<file path="config.mk">
export PLATFORM = sky130hd
export DESIGN_NAME = lzsd_ctrl
export DESIGN_NICKNAME = d
export VERILOG_FILES = /design/src/rtl/core/lzsd_pkg.sv /design/src/rtl/core/lzsd_ctrl.sv
export VERILOG_INCLUDE_DIRS = /design/src /design/src/rtl/core
export SDC_FILE = /design/constraint.sdc
export NUM_CORES = 1
export LEC_CHECK = 0
export BUFFER_PORTS_ARGS = -buffer_cell sky130_fd_sc_hd__buf_2
export CAP_MARGIN = 15
export CORE_AREA = 2 2 39 41
export CTS_BUF_LIST = sky130_fd_sc_hd__clkbuf_8
export CTS_CLUSTER_DIAMETER = 100
export CTS_CLUSTER_SIZE = 24
export DETAILED_ROUTE_END_ITERATION = 8
export DIE_AREA = 0 0 41 43
export SYNTH_ARGS = -nofsm -noshare
export SYNTH_HDL_FRONTEND = slang
export SYNTH_SLANG_ARGS = --single-unit
</file>
<file path="constraint.sdc">
create_clock -name clk_i -period 1.54 [get_ports clk_i]
set_input_delay 0.462 -clock clk_i [delete_from_list [all_inputs] [get_ports clk_i]]
set_output_delay 0.462 -clock clk_i [all_outputs]
set_load 0.02 [all_outputs]
</file>
<file path="src/rtl/core/lzss_byte_stream_decoder_macros.svh">
// Assertion macros shared by the LZSS decoder RTL.
`ifndef LZSS_BYTE_STREAM_DECODER_MACROS_SVH
`define LZSS_BYTE_STREAM_DECODER_MACROS_SVH

`ifndef SYNTHESIS
// Property must hold at every clock edge outside reset.
`define LZSD_ASSERT(label, prop) \
  label: assert property (@(posedge clk_i) disable iff (!rst_ni) (prop)) \
    else $error("lzsd assertion failed");
// Condition must never be true outside reset.
`define LZSD_ASSERT_NEVER(label, cond) \
  label: assert property (@(posedge clk_i) disable iff (!rst_ni) !(cond)) \
    else $error("lzsd forbidden condition seen");
`else
`define LZSD_ASSERT(label, prop)
`define LZSD_ASSERT_NEVER(label, cond)
`endif

`endif

</file>
<file path="src/rtl/core/lzsd_pkg.sv">
// Types and constants of the LZSS byte stream decoder.
package lzsd_pkg;

  localparam int BYTE_W  = 8;
  localparam int POS_W   = 15;
  localparam int DIST_W  = 13;
  localparam int CNT_W   = 5;
  localparam int FLAGS_W = 4;

  localparam logic [POS_W-1:0]   POS_MAX    = 15'h7fff;
  localparam logic [FLAGS_W-1:0] FLAG_COUNT = 4'd8;
  localparam logic [3:0]         NIBBLE_MASK = 4'hf;

  typedef enum logic [1:0] {
    ST_IDLE,
    ST_READ,
    ST_EMIT
  } ctrl_state_e;

  typedef enum logic [1:0] {
    TOK_NONE,
    TOK_LITERAL,
    TOK_COPY
  } tok_kind_e;

  typedef struct packed {
    logic accept;
    logic rd;
    logic emit;
  } ctrl_cmd_t;

  typedef struct packed {
    tok_kind_e kind;
    logic      last_byte;
    logic      out_free;
  } dp_status_t;

endpackage

</file>
<file path="src/rtl/core/lzsd_ctrl.sv">
// Controller state machine of the LZSS decoder.
`include "lzss_byte_stream_decoder_macros.svh"

module lzsd_ctrl (
  input  logic                clk_i,
  input  logic                rst_ni,
  input  logic                in_valid_i,
  output logic                in_ready_o,
  input  lzsd_pkg::dp_status_t status_i,
  output lzsd_pkg::ctrl_cmd_t  cmd_o
);

  lzsd_pkg::ctrl_state_e state_q, state_d;

  always_ff @(posedge clk_i or negedge rst_ni) begin
    if (!rst_ni) begin
      state_q <= lzsd_pkg::ST_IDLE;
    end else begin
      state_q <= state_d;
    end
  end

  always_comb begin
    state_d = state_q;
    unique case (state_q)
      lzsd_pkg::ST_IDLE: begin
        if (in_valid_i) begin
          if (status_i.kind == lzsd_pkg::TOK_LITERAL) begin
            state_d = lzsd_pkg::ST_EMIT;
          end else if (status_i.kind == lzsd_pkg::TOK_COPY) begin
            state_d = lzsd_pkg::ST_READ;
          end
        end
      end
      lzsd_pkg::ST_READ: begin
        state_d = lzsd_pkg::ST_EMIT;
      end
      lzsd_pkg::ST_EMIT: begin
        if (status_i.out_free) begin
          state_d = status_i.last_byte ? lzsd_pkg::ST_IDLE : lzsd_pkg::ST_READ;
        end
      end
      default: state_d = lzsd_pkg::ST_IDLE;
    endcase
  end

  always_comb begin
    in_ready_o  = 1'b0;
    cmd_o       = '0;
    unique case (state_q)
      lzsd_pkg::ST_IDLE: begin
        in_ready_o   = 1'b1;
        cmd_o.accept = in_valid_i;
      end
      lzsd_pkg::ST_READ: begin
        cmd_o.rd = 1'b1;
      end
      lzsd_pkg::ST_EMIT: begin
        cmd_o.emit = status_i.out_free;
      end
      default: begin
        in_ready_o = 1'b0;
      end
    endcase
  end

  `LZSD_ASSERT(a_read_then_emit, (state_q == lzsd_pkg::ST_READ) |=> (state_q == lzsd_pkg::ST_EMIT))
  `LZSD_ASSERT(a_copy_starts_read, (cmd_o.accept && status_i.kind == lzsd_pkg::TOK_COPY) |=> (state_q == lzsd_pkg::ST_READ))
  `LZSD_ASSERT(a_one_command, $onehot0({cmd_o.accept, cmd_o.rd, cmd_o.emit}))

endmodule

</file>
* Word-level counts from Yosys, hierarchy flattened *
Cells that the tools add are included.

word-level totals
  bits in registers = 2
  input bits = 7
  output and inout bits = 4
  word-level logic and storage cells = 20

operators by class
  equality and inequality tests = 7
  multiplexer cells = 10
  reductions and logical operators = 2

operator list
  operator              number
  $mux W2               4
  $pmux W2 S3           1
  $mux W1               5
  $eq A2 B1 Y1 const B  2
  $eq A2 B2 Y1 const B  2
  $ne A2 B2 Y1 const B  2
  $ne A3 B3 Y1 const B  1
  $reduce_and A3 Y1     1
  $logic_not A2 Y1      1

* Logic depth before layout (Yosys ltp) *
Gate-level depths: netlist of run 1.

  word-level depth = 5
  gate-level depth with buffers = 4
  gate-level depth less buffers = 4

* Worst setup path after synthesis of run 1 *
Ideal clock, no wire load.

  path kind = reg2out
  from = register state_q[1]
  to = output cmd_o[2] (netlist name)
  arrival = 1072 ps
  path slack = 6 ps
  cell stages (with the launch flop) = 3
  buffers on the path = 0
  cells stage by stage = dfrtp_1 -> nor2_1 -> and2_1

RTL lines
  what                    line             source
  from (decl)             lzsd_ctrl.sv:13  lzsd_pkg::ctrl_state_e state_q, state_d;
  from (signal assigned)  lzsd_ctrl.sv:17  state_q <= lzsd_pkg::ST_IDLE;
  from (signal assigned)  lzsd_ctrl.sv:19  state_q <= state_d;
  to (decl)               lzsd_ctrl.sv:10  output lzsd_pkg::ctrl_cmd_t cmd_o

==> flow_metrics.py, run 1 <==
metrics = {
    "outcome": {
        "status": "finished clean",
    },
    "routing": {
        "wl_um": 352,
        "ant_nets": 0,
        "route.vias.total": 146,
        "via_per_inst": 3.32,
        "drt_first_pass_iters": 2,
        "dr.first_iter.drc_count": 1,
        "wire_per_inst_um": 8.00,
        "drc": 0,
    },
    "cells_and_area": {
        "fin_nets": 38,
        "antenna_cells": 0,
        "utilization_pct": 19.3,
        "final_area_um2": 267,
        "syn_to_final_growth_pct": 103,
        "drive_gt1_share_pct": 57.1,
        "largest_reg_flops": 2,
        "reg.largest.list": "state_q x2",
        "top_register": "state_q",
    },
    "logic_synthesis": {
        "syn-cell-area_um2": 131,
        "synth.top_cell.area_share_pct": 38.1,
        "ys_types": 12,
        "ys_seq_area_share_pct": 38.1,
        "ys_ff_latch": 2,
        "syn_inst": 14,
        "syn_nets": 22,
        "synth.area.top_cells": "dfrtp_1, ha_1, a22o_1, and3b_1, inv_1",
        "synth_area_leader_cell": "dfrtp_1",
        "avgSynthCellArea_um2": 9.38,
        "yosysWarningCount": 0,
    },
    "placed_design": {
        "place_area_um2": 201,
        "gp_congestion": 0.558,
        "port-buffer-count": 10,
    },
    "power": {
        "ir_drop_mv": 0.494,
        "p_leak_nw": 0.141,
        "total_power_mw": 0.512,
        "power.density_nw_per_um2": 1920,
    },
    "clock_tree": {
        "cts.htree.levels": 1,
        "clk_path_buf_depth": 2,
        "cts.clk_slew.worst_paths_ns": 0.03,
        "clkSinkCount": 2,
        "clockRootBuffer": "clkbuf_8",
        "cts_buffers": 3,
        "cts_tree": "built",
        "clkLatencyLatePin_ns": 0.21,
    },
    "die": {
        "initial_core_util_pct": 9.49,
        "ios": 11,
        "core_region_area_um2": 1380,
        "die_h_um": 43,
        "die_x_um": 41,
        "std_cell_rows": 14,
        "dieArea_um2": 1760,
    },
    "critical_path": {
        "worstSetupPathType": "flip-flop to output pin",
        "worstSetupEndpointType": "output pin",
        "critPathLaunchType": "flip-flop",
        "reg2reg_slack_ns": 0.56,
        "path_delay_family": "flip-flops",
        "reg2reg_from": "state_q[1]",
        "reg2reg_to": "state_q[0]",
        "cpMaxStageDelayCell": "dfrtp_1",
        "cp_num_buf_inv": 1,
        "cp_max_fo": 4,
        "required_ns": 1.08,
        "cp_data_arrival_time_ns": 1.03,
        "crit_chain": "and3b_1 > buf_2",
        "r2r_cells": 2,
        "max_stage_delay_ns": 0.41,
    },
    "sta": {
        "finalSetupViolCount": 0,
        "drv_slew": 0,
        "fin_crit_sh_pct": 96.7,
        "grt_setup_unrepaired": "false",
        "max_freq_mhz": 671,
        "fin_tns_setup_ns": 0,
        "final_hold_viol_count": 0,
        "min_period_ns": 1.49,
        "worst_slew_pin_slew_ns": 0.183,
        "skew_ns": 0.00261,
        "relSlewSlack_pct": 87.8,
    },
    "grt": {
        "grt_first_pass_wirelength_um": 510,
        "grt_pass1_vias": 132,
        "grt_max_degree": 5,
        "grt.overflow.total": 0,
        "grtUsageTotal_pct": 5.22,
        "antenna_found_initial": 0,
    },
    "job": {
        "max-cap-violations": 0,
    },
    "worst_hold_path": {
        "hp-class": "input port to asynchronous set/reset pin",
    },
}
[metal layers]
| layer | vias to the layer above | wire [um] | track usage, % |
|---|---|---|---|
| met1 | 55 | 175 | 6.41 |
| met4 | 0 | 22 | 10.0 |
| met5 | - | 0 | 0 |
| li1 | 77 | - | - |
| met3 | 2 | 44 | 1.57 |
| met2 | 12 | 109 | 4.38 |
[cell usage in the layout, fill, tap and decap left out, drive strengths merged]
cell    synthesis  routed
and3b           1       1
clkbuf          0       3
inv             2       2
nor2            1       1
nor3b           1       1
a22o            1       1
nand3b          1       1
dfrtp           2       2
a21oi           1       1
buf             0      11
o21a            1       1
ha              1       1
nor2b           1       1
and2            1       1
[power by group]
group	internal, mW	switching [mW]	leakage (nW)
registers	0.0732	0.0291	0.0254
clock network	0.165	0.0349	0.0216
logic	0.107	0.104	0.0938
total	0.345	0.168	0.141
[cells in the mapped netlist]
cell type,count
a21oi_1,1
a22o_1,1
and2_1,1
and3b_1,1
dfrtp_1,2
ha_1,1
inv_1,2
nand3b_1,1
nor2_1,1
nor2b_1,1
nor3b_1,1
o21a_1,1
[layout make-up]
class | count | area (um^2)
fillers | 157 | 1120
multi-input cells | 10 | 83.8
repair buffers | 11 | 63.8
flip-flops and latches | 2 | 50.0
clock buffers | 3 | 41.3
well taps | 16 | 20.0
inverters | 2 | 7.51
[worst max-delay path by stage]
stage / from / to / depth (start not counted)
final: state_q[0] / cmd_o[0] / 2
after global routing: state_q[0] / cmd_o[0] / 2
after CTS: state_q[0] / cmd_o[2] / 3
after detailed placement: state_q[1] / cmd_o[2] / 3
after global placement: state_q[1] / cmd_o[2] / 3
after floorplan: state_q[1] / cmd_o[2] / 2
[metrics by stage]
step	std cells	setup slack, ns	hold WS (ns)
floorplan	14	0.00600	0.166
global placement	40	0.154	0.250
detailed placement	40	0.164	0.248
CTS	44	0.0251	0.0289
global route	44	0.00350	0.0306
finish	44	0.0508	0.0334
[timing repair]
item                                    in CTS  in global routing
resized for setup                            1                  4
buffers inserted                             1                  0
hold buffers                                 0                  0
endpoints found under the setup margin       1                  1
pin swaps                                    1                  2
[cell families after synthesis]
family	synth area share, %
AOI/OAI and AO/OA	16.2
adders and majority gates	9.52
buffers and inverters	5.72
DFF	38.1
and+or+nand+nor	30.5
Note: power is estimated with default switching activity, not from simulation.
==> run 2: changes to the inputs <==
GPL_TIMING_DRIVEN = 0   (was unset)
PLACE_DENSITY_LB_ADDON = 0.1   (was unset)
SLEW_MARGIN = 10   (was unset)
==> run 2 against run 1 <==
Effect of this change: sequential cell count is the same; clock power grew 2%; clock-buffer cell count is the same; core utilization grew 0.090 points; final cell count is the same; critical path depth grew 1; first-iteration DRC count grew to 3.0 times the previous value; setup slack lost 0.0067 ns; worst hold slack lost 0.0022 ns; routed wire length grew 2.3%; combinational power shrank 6%; global-route usage grew 1.5 points; highest routed layer unchanged.
==> flow_metrics.py, run 2 (synthesized netlist as in run 1, its figures left out) <==
metrics = {
    "outcome": {
        "status": "finished clean",
    },
    "routing": {
        "drc": 0,
        "wl_um": 360,
        "dr.first_iter.drc_count": 3,
        "drt_first_pass_iters": 2,
        "via_per_inst": 3.25,
        "ant_nets": 0,
        "route.vias.total": 143,
        "wire_per_inst_um": 8.18,
    },
    "grt": {
        "grt_first_pass_wirelength_um": 641,
        "antenna_found_initial": 0,
        "grt_max_degree": 5,
        "grt_pass1_vias": 152,
        "grt.overflow.total": 0,
        "grtUsageTotal_pct": 6.73,
    },
    "die": {
        "die_x_um": 41,
        "die_h_um": 43,
        "dieArea_um2": 1760,
        "ios": 11,
        "initial_core_util_pct": 9.49,
        "core_region_area_um2": 1380,
        "std_cell_rows": 14,
    },
    "clock_tree": {
        "cts_buffers": 3,
        "cts.htree.levels": 1,
        "cts_tree": "built",
        "clk_path_buf_depth": 2,
        "cts_hold_buf": 0,
        "clockRootBuffer": "clkbuf_8",
        "clkSinkCount": 2,
        "clkLatencyLatePin_ns": 0.21,
        "cts.clk_slew.worst_paths_ns": 0.03,
    },
    "cells_and_area": {
        "syn_to_final_growth_pct": 104,
        "utilization_pct": 19.3,
        "fin_nets": 38,
        "antenna_cells": 0,
        "final_common_cell": "buf_2",
        "drive_gt1_share_pct": 60.7,
        "largest_reg_flops": 2,
        "top_register": "state_q",
        "reg.largest.list": "state_q x2",
        "final_cell_mix": "buf_2, clkbuf_8, inv_1",
        "instances_no_fill": 44,
    },
    "sta": {
        "skew_ns": 0.00154,
        "min_period_ns": 1.50,
        "final_hold_viol_count": 0,
        "fin_tns_setup_ns": 0,
        "max_freq_mhz": 668,
        "relSlewSlack_pct": 87.1,
        "grt_setup_unrepaired": "true",
        "drv_slew": 0,
        "finalSetupViolCount": 0,
        "worst_slew_pin_slew_ns": 0.192,
        "fin_crit_sh_pct": 97.1,
        "worst_hold_slack_ns": 0.0312,
    },
    "placed_design": {
        "port-buffer-count": 10,
        "dp.cells": 40,
        "gp_congestion": 0.623,
    },
    "critical_path": {
        "cpMaxStageDelayCell": "dfrtp_2",
        "worstSetupPathType": "flip-flop to output pin",
        "r2r_cells": 3,
        "crit_chain": "nor2_4 > and2_4 > buf_6",
        "startpoint": "state_q[1]",
        "reg2reg_from": "state_q[1]",
        "cp_data_arrival_time_ns": 1.03,
        "worstSetupEndpointType": "output pin",
        "reg2reg_slack_ns": 0.47,
        "required_ns": 1.08,
        "reg2reg_to": "state_q[0]",
        "cp_max_fo": 4,
        "max_stage_delay_ns": 0.42,
        "critPathLaunchType": "flip-flop",
    },
    "power": {
        "power.switching_mw": 0.166,
        "ir_drop_mv": 0.484,
        "netSwitchingFraction_pct": 32.9,
        "total_power_mw": 0.505,
        "seq_power_share_pct": 20.4,
        "clockPowerShare_pct": 40.3,
        "combPwrFrac_pct": 39.3,
        "power.density_nw_per_um2": 1880,
        "intPower_mw": 0.339,
        "p_leak_nw": 0.140,
    },
    "job": {
        "max-cap-violations": 0,
    },
    "worst_hold_path": {
        "hp-class": "input port to asynchronous set/reset pin",
    },
}
[run 2: changes by cell type in the layout (fill, tap and decap cells not counted)]
cell / before / now
dfrtp_2: 0 / 1
dfrtp_1: 2 / 1
[run 2: worst max-delay path, delay by kind of cell, from the launching register on]
kind,cells,cell delay [ns]
buffers and inverters,1,0.10
DFF,1,0.42
and+or+nand+nor,2,0.30
[run 2: per-stage QoR]
stage / cell area, um^2 / worst slack, ns
6_report: 268 / 0.0441
5_1_grt: 268 / -0.0186
4_1_cts: 250 / 0.00741
3_5_place_dp: 201 / 0.116
3_3_place_gp: 201 / 0.152
2_1_floorplan: 131 / 0.00600
[run 2: worst max-delay path by stage]
stage	cells past startpoint	slack [ns]	to
finish	3	0.04	cmd_o[2]
global placement	3	0.15	cmd_o[2]
global route	3	-0.02	cmd_o[2]
floorplan	2	0.006	cmd_o[2]
detailed placement	3	0.12	cmd_o[2]
CTS	3	0.007	cmd_o[2]
[run 2: final cells by class]
type | instances | area [um^2]
repair buffers | 11 | 63.8
fillers | 153 | 1120
inverters | 2 | 7.51
clock buffers | 3 | 41.3
well taps | 16 | 20.0
multi-input cells | 10 | 83.8
flip-flops and latches | 2 | 51.3
[run 2: power by group through the flow]
stage                     clock network (mW)  logic [mW]  registers [mW]
final                                  0.204       0.198           0.103
after global routing                   0.222       0.219           0.110
after CTS                              0.212       0.171           0.100
after detailed placement                   0       0.163          0.0907
after global placement                     0       0.163          0.0921
after floorplan                            0       0.109          0.0874
[run 2: timing repair]
action	4_1_cts	5_1_grt
gates resized for setup	2	4
pin swaps	1	2
endpoints found under the setup margin	2	2
setup buffers	0	1
[run 2: metal layers]
layer / track usage [%] / routed length, um
met1: 6.43 / 136
met2: 7.19 / 156
met3: 3.14 / 47
met4: 12.0 / 19
met5: 0 / 0
==> run 3: changes to the inputs <==
CELL_PAD_IN_SITES_DETAIL_PLACEMENT = 0   (was unset)
CELL_PAD_IN_SITES_GLOBAL_PLACEMENT = 1   (was unset)
==> run 3 against run 2 <==
Effect of this change: via count rose by 4.2%; global-route usage fell by 0.61 points; sequential cell count did not move; core utilization fell by 0.45 points; largest power group unchanged.
==> flow_metrics.py, run 3 (synthesized netlist as in run 1, its figures left out) <==
metrics = {
    "sta": {
        "worst_hold_slack_ns": 0.0284,
        "fin_ws_ns": 0.0471,
        "fin_crit_sh_pct": 96.9,
        "relSlewSlack_pct": 86.8,
        "max_freq_mhz": 670,
        "min_period_ns": 1.49,
        "worst_slew_pin_slew_ns": 0.198,
        "final_hold_viol_count": 0,
        "finalSetupViolCount": 0,
        "skew_ns": 0.00221,
        "drv_slew": 0,
    },
    "clock_tree": {
        "clkLatencyLatePin_ns": 0.21,
        "clockRootBuffer": "clkbuf_8",
        "cts_tree": "built",
        "clkSinkCount": 2,
        "cts_buffers": 3,
        "cts.htree.levels": 1,
        "cts_hold_buf": 0,
        "cts.clk_slew.worst_paths_ns": 0.03,
        "clk_path_buf_depth": 2,
    },
    "placed_design": {
        "dp_slack_ns": 0.142,
        "port-buffer-count": 10,
        "dp_hpwl_um": 273,
        "place_area_um2": 201,
        "gp_congestion": 0.589,
    },
    "grt": {
        "antenna_found_initial": 0,
        "grt_pass1_vias": 164,
        "grt.overflow.total": 0,
        "grt_first_pass_wirelength_um": 648,
        "grtUsageTotal_pct": 6.12,
        "grt_max_degree": 5,
    },
    "cells_and_area": {
        "antenna_cells": 0,
        "syn_to_final_growth_pct": 99.0,
        "drive_gt1_share_pct": 57.1,
        "top_register": "state_q",
        "final_cell_mix": "buf_2, clkbuf_8, inv_1, buf_4",
        "final_area_um2": 262,
        "fin_nets": 38,
        "final_common_cell": "buf_2",
        "utilization_pct": 18.9,
        "largest_reg_flops": 2,
        "reg.largest.list": "state_q x2",
    },
    "critical_path": {
        "crit_chain": "and3b_1 > buf_2",
        "cpMaxStageDelayCell": "dfrtp_1",
        "cp_data_arrival_time_ns": 1.03,
        "worstSetupEndpointType": "output pin",
        "required_ns": 1.08,
        "endpoint": "cmd_o[0]",
        "cp_max_fo": 4,
        "reg2reg_from": "state_q[1]",
        "critPathLaunchType": "flip-flop",
        "max_stage_delay_ns": 0.41,
        "worstSetupPathType": "flip-flop to output pin",
        "reg2reg_to": "state_q[0]",
        "startpoint": "state_q[0]",
        "reg2reg_slack_ns": 0.58,
        "cp_num_buf_inv": 1,
        "r2r_cells": 2,
        "path_delay_family": "flip-flops",
        "critical_path_depth": 2,
    },
    "routing": {
        "drc": 0,
        "wire_per_inst_um": 8.11,
        "wl_um": 357,
        "drt_first_pass_iters": 1,
        "dr.first_iter.drc_count": 0,
        "ant_nets": 0,
        "route.vias.total": 149,
        "via_per_inst": 3.39,
    },
    "power": {
        "p_leak_nw": 0.137,
        "seq_power_share_pct": 20.5,
        "power.density_nw_per_um2": 1920,
        "intPower_mw": 0.334,
        "power.switching_mw": 0.168,
        "clockPowerShare_pct": 40.9,
        "combPwrFrac_pct": 38.5,
        "netSwitchingFraction_pct": 33.5,
        "ir_drop_mv": 0.300,
    },
    "die": {
        "std_cell_rows": 14,
        "die_x_um": 41,
        "die_h_um": 43,
        "dieArea_um2": 1760,
        "ios": 11,
        "initial_core_util_pct": 9.49,
        "core_region_area_um2": 1380,
    },
    "outcome": {
        "status": "finished clean",
    },
    "job": {
        "max-cap-violations": 0,
    },
    "worst_hold_path": {
        "hp-class": "input port to asynchronous set/reset pin",
    },
}
[run 3: changes by cell type in the layout (fill, tap and decap cells not counted)]
cell,change
and2_1,+1
and2_4,-1
buf_4,+1
buf_6,-1
[run 3: how the worst min path moves through the flow]
stage	startpoint	endpoint	cells after the start
finish	rst_ni	state_q[0]	1
global route	rst_ni	state_q[0]	1
CTS	rst_ni	state_q[0]	1
detailed placement	rst_ni	state_q[1]	1
global placement	rst_ni	state_q[0]	1
floorplan	rst_ni	state_q[0]	0
[run 3: what timing repair did]
item                                   4_1_cts  5_1_grt
setup endpoints to repair                    1        1
endpoints found under the hold margin        0        0
pin swaps                                    0        1
gates resized for setup                      2        2
buffers inserted                             0        1
cloned                                       0        0
[run 3: worst register-to-register path: cells and delay by family, from the launching register on]
kind	cells	cell delay, ns
DFF	1	0.42
AOI/OAI and AO/OA	1	0.23
and+or+nand+nor	1	0.20
[run 3: layout make-up]
cell class	instances	area (um^2)
multi-input combinational	10	81.3
tap	16	20.0
timing repair buffer	11	60.1
sequential	2	51.3
clock buffer	3	41.3
fill	165	1120
inverter	2	7.51
[run 3: power groups by stage]
stage | Sequential (mW) | Clock [mW] | Combinational [mW]
final | 0.103 | 0.206 | 0.193
after floorplan | 0.0874 | 0 | 0.109
after global routing | 0.109 | 0.218 | 0.215
after CTS | 0.101 | 0.212 | 0.174
after detailed placement | 0.0914 | 0 | 0.164
after global placement | 0.0912 | 0 | 0.164
[run 3: layer usage]
layer	global-route usage (%)	wire, um
met1	6.41	133
met2	7.19	177
met3	1.57	35
met4	10.0	10
met5	0	0
[run 3: per-stage QoR]
stage / setup TNS (ns) / instances / power, mW
global placement: 0 / 40 / 0.256
global route: -0.000188 / 44 / 0.542
finish: 0 / 44 / 0.502
floorplan: 0 / 14 / 0.196
CTS: 0 / 43 / 0.487
detailed placement: 0 / 40 / 0.255
